===== src/hw/rtl/fdr_pkg.sv =====
// ----------------------------------------------------------------------------
// fdr_pkg: shared types and constants
// widths and cell payload structs for the fresnel reflectance pipeline
// ----------------------------------------------------------------------------
package fdr_pkg;

    localparam int ETA_W    = 16;
    localparam int COS_W    = 16;
    localparam int C_W      = 15;   // |cos| up to 16384
    localparam int SQ_W     = 32;   // squared index
    localparam int S2_W     = 29;   // sin^2 in Q1.28
    localparam int LHS_W    = 61;
    localparam int D_W      = 60;
    localparam int ROOT_W   = 30;
    localparam int REM_W    = 32;
    localparam int PROD_W   = 47;   // nt*nt*c and ni*nt*c
    localparam int RB_W     = 46;   // index times root
    localparam int DEN_W    = 48;
    localparam int DREM_W   = 49;
    localparam int QUO_W    = 17;
    localparam int REFL_W   = 16;

    localparam int SQRT_STEPS = ROOT_W;
    localparam int DIV_STEPS  = QUO_W;

    localparam logic [ETA_W-1:0]  ETA_ONE   = 16'd8192;
    localparam logic [REFL_W-1:0] REFL_FULL = 16'd32768;

    localparam logic [0:0] REG_ETA_I = 1'b0;
    localparam logic [0:0] REG_ETA_T = 1'b1;

    // data that rides along the square root cells
    typedef struct packed {
        logic              tir;
        logic [PROD_W-1:0] a;
        logic [PROD_W-1:0] cc;
        logic [ETA_W-1:0]  ni;
        logic [ETA_W-1:0]  nt;
    } t_side;

    typedef struct packed {
        logic [D_W-1:0]    d;
        logic [REM_W-1:0]  rem;
        logic [ROOT_W-1:0] root;
    } t_sq;

    typedef struct packed {
        logic [DREM_W-1:0] rem;
        logic [DEN_W-1:0]  den;
        logic [QUO_W-1:0]  quo;
    } t_lane;

    typedef struct packed {
        logic  tir;
        t_lane p;
        t_lane q;
    } t_div;

endpackage


===== src/hw/rtl/fdr_div_cell.sv =====
// ----------------------------------------------------------------------------
// fdr_div_cell: one quotient bit for both ratios
// restoring division step on the parallel and perpendicular lanes
// ----------------------------------------------------------------------------
module fdr_div_cell (
    input  logic           i_clk,
    input  logic           i_rst_n,
    input  logic           i_valid,
    input  fdr_pkg::t_div  i_div,
    output logic           o_valid,
    output fdr_pkg::t_div  o_div
);

    function automatic fdr_pkg::t_lane lane_step(input fdr_pkg::t_lane l);
        fdr_pkg::t_lane              n;
        logic                        ge;
        logic [fdr_pkg::DREM_W-1:0]  r2;
        ge    = (l.rem >= {1'b0, l.den});
        r2    = ge ? (l.rem - {1'b0, l.den}) : l.rem;
        n.rem = {r2[fdr_pkg::DREM_W-2:0], 1'b0};
        n.den = l.den;
        n.quo = {l.quo[fdr_pkg::QUO_W-2:0], ge};
        return n;
    endfunction

    always_ff @(posedge i_clk) begin
        if (!i_rst_n) begin
            o_valid <= 1'b0;
        end else begin
            o_valid <= i_valid;
        end
    end

    always_ff @(posedge i_clk) begin
        o_div.tir <= i_div.tir;
        o_div.p   <= lane_step(i_div.p);
        o_div.q   <= lane_step(i_div.q);
    end

endmodule


===== config.mk =====
export PLATFORM = sky130hd
export DESIGN_NAME = fdr_div_cell
export DESIGN_NICKNAME = d
export VERILOG_FILES = /design/src/hw/rtl/fdr_pkg.sv /design/src/hw/rtl/fdr_div_cell.sv
export SDC_FILE = /design/constraint.sdc
export NUM_CORES = 1
export LEC_CHECK = 0
export ABC_AREA = 1
export BUFFER_PORTS_ARGS = -buffer_cell sky130_fd_sc_hd__buf_4
export CELL_PAD_IN_SITES_DETAIL_PLACEMENT = 0
export CELL_PAD_IN_SITES_GLOBAL_PLACEMENT = 1
export CORE_MARGIN = 10
export CORE_UTILIZATION = 35
export DETAILED_ROUTE_END_ITERATION = 6
export PLACE_DENSITY = 0.85
export SLEW_MARGIN = 10
export SYNTH_ARGS = -nofsm -noshare
export SYNTH_HDL_FRONTEND = slang
export SYNTH_SLANG_ARGS = --single-unit

===== constraint.sdc =====
create_clock -name i_clk -period 2.5 [get_ports i_clk]
set_input_delay 0.375 -clock i_clk [delete_from_list [all_inputs] [get_ports i_clk]]
set_output_delay 0.375 -clock i_clk [all_outputs]
set_load 0.02 [all_outputs]

==> metrics.md <==
| Metric | Value |
|---|---|
| Status | finished, final reports clean |
| Ys Warns | 0 |
| Top Ports | 462 |
| Fin nets | 3500 |
| Cells after synthesis | 2472 |
| Syn Area/Cell | 6.04 um2 |
| Sequential share of power | 33.3% |
| Remaining Overflow, GRT | 0 |
| Min-delay src | i_div[76] |
| Final setup fails | 0 |
| Final Cycle Share | 98.2% |
| Die height | 227 um |
| Hold_ws | 0.0667 ns |
| Num CTS Buffers | 25 |
| Worst setup margin | 0.0451 ns |
| RSZ-0062 raised after global routing | yes |
| Global-route wire length before repair | 99000 um |
| Iteration-0 DRC count of the detailed router | 956 |
| Tmin final | 2.45 ns |
| Residual DRC | 0 |
| Internal | 8.13 mW |
| Width of the die | 227 um |
| Rel. slew slack | 65.7% |
| Net Sw Power | 4.46 mW |
| Largest net degree at the start of global routing | 49 |
| Diodes inserted | 0 |
| Via count | 17100 |
| Htree depth | 1 |
| Layout cells sized above 1 | 24.6% |
| Final Max Tran Viols | 0 |
| Drt pass-1 iters | 5 |
| Initial antenna violation count | 1 |
| Sw Ratio | 35.4% |
| Most common cell after layout, fill and taps aside | nand2_1 |
| Worst EP required | 2.98 ns |
| Reg clk slew, reported paths | 0.07 ns |
| Commonest cells after routing, fill and taps aside | nand2_1 (950), buf_4 (562), inv_1 (524) |
| Post-route ant nets | 0 |
| Synth unique cells | 39 |
| Core ar. | 42000 um2 |
| CTS root buffer | clkbuf_16 |
| Port bufs | 457 |
| Worst Tran Pin Value | 0.515 ns |
| CP arrival | 2.93 ns |
| Mapped cell area | 14900 um2 |
| Pleak | 12.9 nW |
| Placed cells | 3547 |
| Worst slack at placement | -0.116 ns |
| Detailed-route wire length per cell | 17.9 um |
| Critical path origin | i_div[61] |
| # fillers | 4222 |
| CP max FO | 21 |
| Std cell rows | 75 |
| Crit Path Category | in2reg |
| Area grow syn2layout | 51.1% |
| DP HPWL | 55900 um |
| Clk buf depth | 3 |
| Final Hold Viols | 0 |
| Worst setup EP type | flip-flop |
| Max Fclk | 407 MHz |
| Final wirelength | 66600 um |
| Post-synthesis sequential area ratio | 30.6% |
| Setup TNS | 0 ns |
| Min-Delay Path Class | in2reg |
| Die ar. | 51300 um2 |
| WHS Path Cells | 3 |
| Tot GR Track Use | 24.9% |
| Power share of the combinational group | 38.3% |
| Vias per inst | 4.59 |
| PwrDens | 558 nW/um2 |
| Setup crit start kind | primary input |
| Placer Congestion | 1.01 |
| Final Non-Filler Cells | 3728 |
| Worst vdd ir | 0.590 mV |
| CTS tree | done |
| Clk pwr share | 28.5% |
| Total chip power | 12.6 mW |
| Vias in the first global route | 17300 |
| Num Clock Sinks | 228 |
| Initial core utilization | 35.5% |
| Max-Cap Viols | 0 |
| Synth Register Bits | 228 |
==> power by group through the flow <==
stage	sequential [mW]	clock [mW]	combinational (mW)
2_1_floorplan	4.81	0	1.84
6_report	4.19	3.58	4.82
5_1_grt	4.23	3.81	5.25
4_1_cts	4.19	3.68	4.64
3_3_place_gp	4.26	0	4.45
3_5_place_dp	4.26	0	4.46
==> area by class of cell <==
cell class | instances | area [um2] | share of cell area, %
Timing Repair Buffer | 707 | 5810 | 25.8
Inverter | 537 | 2020 | 8.93
Tap cell | 539 | 674 | 2.99
Multi-Input combinational cell | 1671 | 8690 | 38.5
Sequential cell | 228 | 4560 | 20.2
Clock inverter | 12 | 101 | 0.449
Clock buffer | 34 | 709 | 3.14
==> timing repair <==
action,in CTS,in global routing
endpoints found under the setup margin,0,98
hold buffers,130,0
gates resized for setup,0,131
buffers inserted,0,2
endpoints found under the hold margin,129,0
==> registers in the layout, indices dropped and copies added (netlist names) <==
| signal | flops |
|---|---|
| o_div | 227 |
| o_valid | 1 |
==> metal layers <==
metal / up-vias / global-route usage (%) / share of wire (%)
li1: 8785 / - / -
met1: 7766 / 29.0 / 41
met2: 481 / 45.2 / 49
met3: 83 / 5.61 / 6.9
met4: 2 / 5.99 / 2.5
met5: - / 0 / 0.020
==> cells by family after synthesis <==
group                      Yosys count  share of synthesized area, %
adders and majority gates           98                          8.31
DFF                                228                          30.6
other                                1                        0.0251
xor gates and xnor gates            49                          2.87
and+or+nand+nor                   1447                          40.3
AOI/OAI and AO/OA                   75                          2.72
buffers and inverters              574                          15.2
==> path summary, 6_finish.rpt <==
kind / end / slack, ns
worst max-delay path: o_div[97] / 0.05
worst min-delay path: o_div[77] / 0.07
==> synth_stat cells, drive strengths merged <==
library cell / number / share of area (%)
nor4: 3 / 0.17
nand3: 150 / 5.2
inv: 536 / 13
nor3: 9 / 0.41
fa: 2 / 0.27
nor2: 197 / 5.2
o21ai: 5 / 0.17
and2: 5 / 0.21
xor2: 46 / 2.7
xnor2: 3 / 0.18
nand2: 996 / 25
o21a: 4 / 0.20
clkbuf: 6 / 0.15
ha: 96 / 8.0
a211oi: 1 / 0.050
nand3b: 13 / 0.68
clkinv: 1 / 0.025
dfxtp: 228 / 31
nand4: 68 / 2.8
conb: 1 / 0.025
a21o: 1 / 0.050
a21oi: 59 / 2.0
buf: 31 / 1.6
o21bai: 5 / 0.25
or2: 6 / 0.25
==> critical path, stage by stage <==
cell	delay, ns
dlygate4sd3_1	0.54
buf_4	0.15
inv_1	0.05
ha_1	0.33
buf_4	0.14
nand2_2	0.10
inv_1	0.11
nand2_1	0.07
nor3_2	0.20
nand3_1	0.13
nand3_1	0.10
nor2_2	0.06
nand2_2	0.12
buf_12	0.18
nand3_1	0.17
nand2_1	0.10
==> stage by stage <==
step / area [um2] / util [%]
finish: 22600 / 53.7
global route: 22600 / 53.7
CTS: 21900 / 52.1
detailed placement: 19800 / 47.1
global placement: 19800 / 47.1
floorplan: 14900 / -
Note: power is estimated with default switching activity, not from simulation.
