$ cat config.mk
export PLATFORM = sky130hd
export DESIGN_NAME = fdr_sqrt_cell
export DESIGN_NICKNAME = d
export VERILOG_FILES = /design/src/hw/rtl/fdr_pkg.sv /design/src/hw/rtl/fdr_sqrt_cell.sv
export SDC_FILE = /design/constraint.sdc
export NUM_CORES = 1
export LEC_CHECK = 0
export BUFFER_PORTS_ARGS = -buffer_cell sky130_fd_sc_hd__buf_2
export CORE_AREA = 2 2 197 199
export DETAILED_ROUTE_END_ITERATION = 8
export DIE_AREA = 0 0 199 201
export GPL_TIMING_DRIVEN = 0
export PLACE_DENSITY = 0.42
export SYNTH_ARGS = -nofsm -noshare
export SYNTH_HDL_FRONTEND = slang
export SYNTH_SLANG_ARGS = --single-unit
export TNS_END_PERCENT = 5
$ cat constraint.sdc
create_clock -name i_clk -period 4.4 [get_ports i_clk]
set_input_delay 0.44 -clock i_clk [delete_from_list [all_inputs] [get_ports i_clk]]
set_output_delay 0.44 -clock i_clk [all_outputs]
set_load 0.01 [all_outputs]
$ cat src/hw/rtl/fdr_pkg.sv
// ----------------------------------------------------------------------------
// fdr_pkg: shared types and constants
// widths and cell payload structs for the fresnel reflectance pipeline
// ----------------------------------------------------------------------------
package fdr_pkg;

    localparam int ETA_W    = 16;
    localparam int COS_W    = 16;
    localparam int C_W      = 15;   // |cos| up to 16384
    localparam int SQ_W     = 32;   // squared index
    localparam int S2_W     = 29;   // sin^2 in Q1.28
    localparam int LHS_W    = 61;
    localparam int D_W      = 60;
    localparam int ROOT_W   = 30;
    localparam int REM_W    = 32;
    localparam int PROD_W   = 47;   // nt*nt*c and ni*nt*c
    localparam int RB_W     = 46;   // index times root
    localparam int DEN_W    = 48;
    localparam int DREM_W   = 49;
    localparam int QUO_W    = 17;
    localparam int REFL_W   = 16;

    localparam int SQRT_STEPS = ROOT_W;
    localparam int DIV_STEPS  = QUO_W;

    localparam logic [ETA_W-1:0]  ETA_ONE   = 16'd8192;
    localparam logic [REFL_W-1:0] REFL_FULL = 16'd32768;

    localparam logic [0:0] REG_ETA_I = 1'b0;
    localparam logic [0:0] REG_ETA_T = 1'b1;

    // data that rides along the square root cells
    typedef struct packed {
        logic              tir;
        logic [PROD_W-1:0] a;
        logic [PROD_W-1:0] cc;
        logic [ETA_W-1:0]  ni;
        logic [ETA_W-1:0]  nt;
    } t_side;

    typedef struct packed {
        logic [D_W-1:0]    d;
        logic [REM_W-1:0]  rem;
        logic [ROOT_W-1:0] root;
    } t_sq;

    typedef struct packed {
        logic [DREM_W-1:0] rem;
        logic [DEN_W-1:0]  den;
        logic [QUO_W-1:0]  quo;
    } t_lane;

    typedef struct packed {
        logic  tir;
        t_lane p;
        t_lane q;
    } t_div;

endpackage

$ cat src/hw/rtl/fdr_sqrt_cell.sv
// ----------------------------------------------------------------------------
// fdr_sqrt_cell: one root bit
// restoring square root step, two radicand bits in, one root bit out
// ----------------------------------------------------------------------------
module fdr_sqrt_cell (
    input  logic                i_clk,
    input  logic                i_rst_n,
    input  logic                i_valid,
    input  fdr_pkg::t_side      i_side,
    input  fdr_pkg::t_sq        i_sq,
    output logic                o_valid,
    output fdr_pkg::t_side      o_side,
    output fdr_pkg::t_sq        o_sq
);

    logic [fdr_pkg::REM_W+1:0] w_tmp;
    logic [fdr_pkg::REM_W+1:0] w_trial;
    logic                      w_ge;
    fdr_pkg::t_sq              n_sq;

    always_comb begin
        w_tmp   = {i_sq.rem, i_sq.d[fdr_pkg::D_W-1 -: 2]};
        w_trial = {2'b00, i_sq.root, 2'b01};
        w_ge    = (w_tmp >= w_trial);
        n_sq.d  = {i_sq.d[fdr_pkg::D_W-3:0], 2'b00};
        if (w_ge) begin
            n_sq.rem  = fdr_pkg::REM_W'(w_tmp - w_trial);
            n_sq.root = {i_sq.root[fdr_pkg::ROOT_W-2:0], 1'b1};
        end else begin
            n_sq.rem  = fdr_pkg::REM_W'(w_tmp);
            n_sq.root = {i_sq.root[fdr_pkg::ROOT_W-2:0], 1'b0};
        end
    end

    always_ff @(posedge i_clk) begin
        if (!i_rst_n) begin
            o_valid <= 1'b0;
        end else begin
            o_valid <= i_valid;
        end
    end

    always_ff @(posedge i_clk) begin
        o_side <= i_side;
        o_sq   <= n_sq;
    end

endmodule

==> results of run 1 <==
-- metal layers --
layer | GRT usage (%) | part of all wire, %
met5 | 0 | 0.23
met1 | 17.03 | 38
met3 | 4.536 | 7.7
met2 | 28.87 | 50
met4 | 5.757 | 3.6
-- sequential cells by signal, indices dropped and copies added (netlist names) --
register / flops
o_valid: 1
o_side: 127
o_sq: 120
-- cell families after synthesis --
logic type               share of synthesized area (%)
AO/OA/AOI/OAI                                    9.768
buffers and inverters                            2.791
multiplexers                                     2.041
adder cells (fa/ha/maj)                          5.582
XOR/XNOR                                         3.663
flip-flops                                       69.21
other                                          0.05228
AND/OR/NAND/NOR                                  6.890
-- final cells by class --
cell class                      instances  area, um2  share of cell area (%)
Inverter                               37      138.9                   1.028
Clock inverter                         14      202.7                   1.500
Antenna cell                            7      17.52                  0.1297
Multi-Input combinational cell        289       2012                   14.89
Sequential cell                       248       4965                   36.75
Clock buffer                           39      834.6                   6.178
Buffer                                 13      61.31                  0.4538
Tap cell                              518      648.1                   4.798
Timing Repair Buffer                  712       4629                   34.27
-- metrics by stage --
| step | total power, mW | setup slack [ns] |
|---|---|---|
| floorplan | 2.877 | 1.821 |
| global placement | 3.290 | 1.077 |
| detailed placement | 3.287 | 1.102 |
| CTS | 6.079 | 1.106 |
| global route | 6.249 | 1.002 |
| finish | 5.972 | 1.168 |
-- cell usage after synthesis (all sizes together) (3+ instances only) --
cell type	instances
o211ai	4
xnor2	17
buf	6
nor3	7
nor2	30
xor2	13
and2	3
mux2	13
nor2b	3
a21o	10
dfxtp	248
o21ai	19
ha	32
a31oi	5
clkbuf	7
nand3	3
nand4	7
a21oi	46
and4	5
o21bai	3
and3	6
nand2b	4
nand2	30
inv	37
-- power by group through the flow --
stage / Combinational [mW] / Clock, mW / Sequential, mW
2_1_floorplan: 0.273 / 0 / 2.60
3_3_place_gp: 0.785 / 0 / 2.51
3_5_place_dp: 0.781 / 0 / 2.51
4_1_cts: 0.948 / 2.67 / 2.46
5_1_grt: 1.01 / 2.76 / 2.48
6_report: 0.936 / 2.58 / 2.46
-- final timing paths --
kind	startpoint	end	slack, ns
min	i_sq[28]	o_sq[29]	0.04
max	i_sq[20]	o_sq[44]	1.17
-- what timing repair did --
| action | in CTS | in global routing |
|---|---|---|
| endpoints found under the hold margin | 213 | 0 |
| hold buffers | 213 | 0 |
| gates resized for setup | 0 | 0 |
==> reports/qor.yml, run 1 <==
status: "completed"
critical_path_depth: 14
arrival_ns: 3.66
h-tree-depth: 1
cts.sinks: 248
crit_chain: "dlygate4sd3_1, buf_2, inv_1, ha_1, clkbuf_1, and3_1, and3_1, nand4_1, a21oi_1, nor3_1, o21ai_1, buf_2, buf_2, a21oi_1"
grt_pass1_wl_mm: 46.59
first_iter_violations: 233
drv_cap: 0
rsz0062_at_grt: "no"
area_growth_pct: 88.33
crit_family: "buffers and inverters"
nets: 1615
drtPass1Iterations: 4
layout_common_cells: "buf_2, dfxtp_1, dlygate4sd3_1"
std_cell_rows: 72
netlist.area_leader.share_pct: 69.21
fin_crit_ns: 3.232
cts_buffer_depth: 3
antenna_found_initial: 11
cts_setup_buffers: 0
fill_cells: 3888
switching_share_pct: 25.46
ios: 502
min_path_cells: 1
pwr-share-clk_pct: 43.1
power.switching_mw: 1.521
irDropWorstVdd_v: 0.0002688
syn_avg_cell_area_um2: 12.24
cp_num_buf_inv: 6
yosysWarnings: 0
synthFlopType: "dfxtp_1"
start_util_pct: 18.82
cp_common_cell: "buf_2"
synth_area_mm2: 0.007173
required_ns: 4.83
setup_viol: 0
grt_overflow_total: 0
fin_hold_ws_ns: 0.04149
worst-slew-pin-transition_ns: 0.7401
cts_tree: "built"
track_usage_pct: 15.76
slew_headroom_pct: 50.66
vias: 7167
io_buffer_count: 499
gp_congestion: 0.8340
ys_ff_latch: 248
dp.cells: 1604
final_util_pct: 35.45
synthArstFlopShare_pct: 0
crit_fanout: 10
postRouteAntennaNets: 0
synth_edf_count: 0
start_kind: "input port"
drc: 0
grt_max_degree: 16
root_buffer: "clkbuf_16"
power.internal_mw: 4.452
setup_tns_ns: 0
fin_crit_sh_pct: 73.45
end_kind: "register"
drt-total-wl_mm: 33.42
cts_made_buffers: 30
wl_per_cell_um: 17.81
core_area_mm2: 0.03811
final_cells: 1877
clk_pin_slew_ns: 0.06
die_x_um: 199
path_class: "in -> reg"
grt_pass1_vias: 7468
power.density_mw_per_mm2: 442.1
die-area_mm2: 0.04000
synthTopCellsByArea: "dfxtp_1, ha_1, a21oi_1"
power_frac_seq_pct: 41.2
slew_viol_final: 0
layout_commonest_cell: "buf_2"
layout-drive-gt1-share_pct: 41.86
crit_slowest_cell: "dlygate4sd3_1"
leakage_nw: 6.527
max_clock_freq_ghz: 0.3094
finalHoldViolCount: 0
slowest_delay_ns: 0.52
syn_inst: 586
netlist.top_cell.by_area: "dfxtp_1"
die_h_um: 201
vias_per_cell: 3.818
dp_hpwl_mm: 25.63
seq_area_frac_synth_pct: 69.21
placedInstanceArea_mm2: 0.01032
synthDistinctLibCells: 52
p_comb_share_pct: 15.7
final_area_mm2: 0.01351
hold_class: "in -> reg"
(Power assumes the default switching activity.)
==> run 2, diff against run 1 <==
Settings changed: CORE_AREA 2 2 197 199 to 2 2 198 200, DIE_AREA 0 0 199 201 to 0 0 200 202.
Clock period 4.4 ns to 3.2 ns, I/O delays scaled along.
==> reports/qor.yml, run 2 (same netlist as run 1, synthesis figures left out) <==
cts_made_buffers: 30  # unchanged
path_class: "in -> reg"  # unchanged
setup_slack_ns: 0.2770  # was 1.168 ns
required_ns: 3.64  # was 4.83 ns
cts_buffer_depth: 3  # unchanged
die_x_um: 200  # was 199 um
power.density_mw_per_mm2: 603.8  # was 442.1 mW/mm2
finalHoldViolCount: 0  # unchanged
vias: 7228  # was 7167
pre_cts_ws_ns: -0.1177  # was 1.102 ns
die-area_mm2: 0.04040  # was 0.04000 mm2
crit_fanout: 4  # was 10
grt_overflow_total: 0  # unchanged
dp_hpwl_mm: 27.39  # was 25.63 mm
start_kind: "input port"  # unchanged
min_path_cells: 3  # was 1
cts_setup_buffers: 0  # unchanged
regMostFlops: "o_side"  # unchanged
top_regs: "o_side (127), o_sq (120), o_valid (1)"  # unchanged
wl_per_cell_um: 18.71  # was 17.81 um
hold_class: "in -> reg"  # unchanged
fin_crit_sh_pct: 91.34
track_usage_pct: 16.64  # was 15.76%
root_buffer: "clkbuf_16"  # unchanged
postRouteAntennaNets: 0  # unchanged
fill_cells: 3896  # was 3888
grt_pass1_vias: 7618  # was 7468
core_area_mm2: 0.03829  # was 0.03811 mm2
drv_cap: 0  # unchanged
antenna_found_initial: 6  # was 11
leakage_nw: 6.630  # was 6.527 nW
drc: 0  # unchanged
io_buffer_count: 499  # unchanged
cts_tree: "built"  # unchanged
cts.sinks: 248  # unchanged
multi_input_area_mm2: 0.002038  # was 0.002012 mm2
drt-total-wl_mm: 35.38  # was 33.42 mm
end_kind: "register"  # unchanged
grt_max_degree: 15  # was 16
vias_per_cell: 3.822  # was 3.818
p_total_mw: 8.280  # was 5.972 mW
nets: 1631  # was 1615
fin_crit_ns: 2.923
arrival_ns: 3.36  # was 3.66 ns
std_cell_rows: 72  # unchanged
first_iter_violations: 233  # unchanged
layout-drive-gt1-share_pct: 42.09  # was 41.86%
worst-slew-pin-transition_ns: 0.5868  # was 0.7401 ns
fin_hold_ws_ns: 0.03914  # was 0.04149 ns
layout_common_cells: "buf_2, dfxtp_1, dlygate4sd3_1"  # unchanged
max_clock_freq_ghz: 0.3421
status: "completed"  # unchanged
irDropWorstVdd_v: 0.0003485  # was 0.0002688 V
slew_viol_final: 0  # unchanged
layout_commonest_cell: "buf_2"  # unchanged
start_util_pct: 18.74  # was 18.82%
drtPass1Iterations: 4  # unchanged
seqCellArea_mm2: 0.004965  # unchanged
clk_pin_slew_ns: 0.06  # about the same
ios: 502  # unchanged
area_growth_pct: 91.17  # was 88.33%
setup_viol: 0  # unchanged
slew_headroom_pct: 60.88  # was 50.66%
h-tree-depth: 1  # unchanged
grt_pass1_wl_mm: 48.99  # was 46.59 mm
final_util_pct: 35.82  # was 35.45%
gp_congestion: 0.8321  # was 0.8340
die_h_um: 202  # was 201 um
largest_reg_flops: 127  # unchanged
run 2: worst max-delay path, cell delays in order:
cell and delay, ns:
dlygate4sd3_1 0.58, buf_2 0.15, ha_1 0.32, a21oi_1 0.14, o31ai_1 0.13, a211o_1 0.35, a2111o_1 0.45, a31oi_2 0.35
o31ai_1 0.14, xor2_1 0.15, mux2_2 0.28
run 2: per-stage QoR:
stage               setup TNS (ns)  cell area, um2  instances
CTS                              0           13680       1889
global placement            -2.143           10320       1604
detailed placement          -1.850           10320       1604
global route              -0.02938           13710       1890
floorplan                        0            7177        587
finish                           0           13710       1891
run 2: cell type report:
cell class              count  area share [%]
flip-flops and latches    248           36.20
repair buffers            728           34.93
multi-input cells         289           14.86
clock buffers              39           6.314
well taps                 518           4.726
clock inverters            17           1.423
inverters                  37           1.013
plain buffers              13          0.4927
diodes                      2         0.03650
run 2: final timing paths:
| check | startpoint | to | slack, ns |
|---|---|---|---|
| setup / recovery | i_sq[32] | o_sq[55] | 0.28 |
| hold / removal | i_sq[43] | o_sq[45] | 0.04 |
run 2: report_power, final:
part           switching (mW)  internal (mW)
Clock                    1.41           2.16
Sequential             0.0603           3.33
Combinational           0.665          0.651
run 2: repair_timing:
item	CTS	global route
endpoints found under the hold margin	228	0
gates resized for setup	0	10
hold buffers	229	0
setup endpoints to repair	0	32
run 2: per-layer routing:
metal | wire length, um | track usage, % | vias to the layer above
li1 | - | - | 3527
met2 | 18160 | 31.26 | 301
met3 | 2637 | 4.388 | 61
met1 | 13210 | 17.33 | 3331
met4 | 1324 | 6.667 | 8
met5 | 50 | 0 | -
==> run 3, diff against run 2 <==
Settings changed: CELL_PAD_IN_SITES_DETAIL_PLACEMENT set to 1, CELL_PAD_IN_SITES_GLOBAL_PLACEMENT set to 1, CORE_AREA 2 2 198 200 to 2 2 197 199, DIE_AREA 0 0 200 202 to 0 0 199 201, PLACE_DENSITY 0.42 to 0.54.
==> reports/qor.yml, run 3 (same netlist as run 1, synthesis figures left out) <==
fin_crit_ns: 2.925  # was 2.923 ns
layout_commonest_cell: "buf_2"  # unchanged
dp.cells: 1604  # unchanged
finalHoldViolCount: 0  # unchanged
path_class: "in -> reg"  # unchanged
grt_max_degree: 16  # was 15
slew_headroom_pct: 53.39  # was 60.88%
crit_family: "buffers and inverters"  # was compound AO/OA/AOI/OAI gates
fill_cells: 4378  # was 3896
hold_class: "in -> reg"  # unchanged
irDropWorstVdd_v: 0.0003550  # was 0.0003485 V
holdPathEnd: "o_sq[54]"  # was o_sq[45]
power.density_mw_per_mm2: 588.9  # was 603.8 mW/mm2
max_clock_freq_ghz: 0.3419  # was 0.3421 GHz
status: "completed"  # unchanged
nets: 1631  # unchanged
vias: 7391  # was 7228
leakage_nw: 6.583  # was 6.630 nW
min_from: "i_sq[52]"  # was i_sq[43]
start_util_pct: 18.82  # was 18.74%
required_ns: 3.64  # about the same
final_util_pct: 35.75  # was 35.82%
dp_hpwl_mm: 27.30  # was 27.39 mm
io_buffer_count: 499  # unchanged
start_kind: "input port"  # unchanged
fin_crit_sh_pct: 91.41  # was 91.34%
clk_pin_slew_ns: 0.06  # about the same
track_usage_pct: 18.31  # was 16.64%
wl_per_cell_um: 19.98  # was 18.71 um
crit_chain: "dlygate4sd3_1, buf_2, inv_1, ha_1, buf_2, a21oi_2, o21ai_1, a2111oi_1, o21bai_1, nor3_1, o21ai_1, buf_4, mux2_1"  # was dlygate4sd3_1, buf_2, ha_1, a21oi_1, o31ai_1, a211o_1, a2111o_1, a31oi_2, o31ai_1, xor2_1, mux2_2
cts_made_buffers: 30  # unchanged
first_iter_violations: 235  # was 233
largest_reg_flops: 127  # unchanged
vias_per_cell: 3.898  # was 3.822
rsz0062_at_grt: "no"
postRouteAntennaNets: 0  # unchanged
min_path_cells: 3  # unchanged
ios: 502  # unchanged
root_buffer: "clkbuf_16"  # unchanged
drtPass1Iterations: 4  # unchanged
cp_num_buf_inv: 5  # was 2
grt_pass1_wl_mm: 53.83  # was 48.99 mm
grt_overflow_total: 0  # unchanged
cts_buffer_depth: 3  # unchanged
cts_tree: "built"  # unchanged
final_cells: 1896  # was 1891
layout-drive-gt1-share_pct: 41.37  # was 42.09%
grt_pass1_vias: 8177  # was 7618
top_regs: "o_side (127), o_sq (120), o_valid (1)"  # unchanged
die-area_mm2: 0.04000  # was 0.04040 mm2
die_h_um: 201  # was 202 um
drv_cap: 0  # unchanged
gp_congestion: 0.8231  # was 0.8321
core_area_mm2: 0.03811  # was 0.03829 mm2
setup_viol: 0  # unchanged
end_kind: "register"  # unchanged
cts.sinks: 248  # unchanged
drc: 0  # unchanged
slowest_delay_ns: 0.54  # was 0.58 ns
std_cell_rows: 72  # unchanged
antenna_found_initial: 16  # was 6
h-tree-depth: 1  # unchanged
slew_viol_final: 0  # unchanged
crit_fanout: 10  # was 4
setup_tns_ns: 0  # unchanged
worst-slew-pin-transition_ns: 0.6928  # was 0.5868 ns
cts_setup_buffers: 0  # unchanged
arrival_ns: 3.36  # about the same
drt-total-wl_mm: 37.88  # was 35.38 mm
die_x_um: 199  # was 200 um
area_growth_pct: 89.90  # was 91.17%
crit_slowest_cell: "dlygate4sd3_1"  # unchanged
regMostFlops: "o_side"  # unchanged
layout_common_cells: "buf_2, dfxtp_1, dlygate4sd3_1"  # unchanged
[run 3: changes by cell type in the layout (fill, tap and decap cells not counted), sizes merged]
cell and delta:
buf +1, bufinv -2, clkbuf +3, clkinv -2
clkinvlp -1, diode +8, inv -2
[run 3: report_power, final]
| group | switching, mW | internal, mW | total (mW) |
|---|---|---|---|
| clock | 1.35 | 1.95 | 3.30 |
| combinational | 0.679 | 0.652 | 1.33 |
| sequential | 0.0637 | 3.33 | 3.39 |
| total | 2.10 | 5.93 | 8.02 |
[run 3: timing repair]
| item | 4_1_cts | 5_1_grt |
|---|---|---|
| gates resized for setup | 0 | 11 |
| hold endpoints to repair | 228 | 0 |
| endpoints found under the setup margin | 0 | 24 |
| hold buffers | 229 | 0 |
[run 3: metal layers]
layer  part of all wire [%]  up-vias  wire, um  global-route usage, %
met4                    5.3       12      2008                  9.408
li1                       -     3523         -                      -
met3                    8.0       93      3029                  5.612
met1                     37     3463     13890                  19.13
met5                   0.21        -        80                      0
met2                     50      300     18870                  32.78
[run 3: final cells by class]
| type | instances | area, um2 | area share [%] |
|---|---|---|---|
| flip-flops and latches | 248 | 4965 | 36.45 |
| clock inverters | 10 | 103.9 | 0.7624 |
| diodes | 10 | 25.02 | 0.1837 |
| plain buffers | 13 | 71.32 | 0.5236 |
| inverters | 37 | 138.9 | 1.020 |
| multi-input cells | 289 | 2021 | 14.83 |
| clock buffers | 43 | 859.6 | 6.310 |
| repair buffers | 728 | 4790 | 35.16 |
| well taps | 518 | 648.1 | 4.758 |
[run 3: worst max path at each step]
stage               slack, ns      from       end  cells after the start
floorplan                0.74   i_sq[2]  o_sq[59]                     10
global placement        -0.14   i_sq[0]  o_sq[54]                     12
detailed placement      -0.13   i_sq[0]  o_sq[47]                     12
CTS                      0.09   i_sq[5]  o_sq[45]                     13
global route             0.01  i_sq[19]  o_sq[47]                     14
finish                   0.28  i_sq[19]  o_sq[37]                     13
[run 3: metrics by stage]
stage / instance area (um2) / total power, mW / hold slack [ns] / setup WS, ns
after floorplan: 7177 / 3.956 / 0.3477 / 0.7407
after global placement: 10320 / 4.540 / 0.4232 / -0.1404
after detailed placement: 10320 / 4.543 / 0.4239 / -0.1255
after CTS: 13580 / 8.132 / 0.001222 / 0.08766
after global routing: 13610 / 8.414 / 0.02114 / 0.01142
final: 13620 / 8.023 / 0.02894 / 0.2750
[run 3: worst min-delay path, stage by stage]
cell,delay (ns)
buf_2,0.09
nor2_1,0.04
a21oi_1,0.10
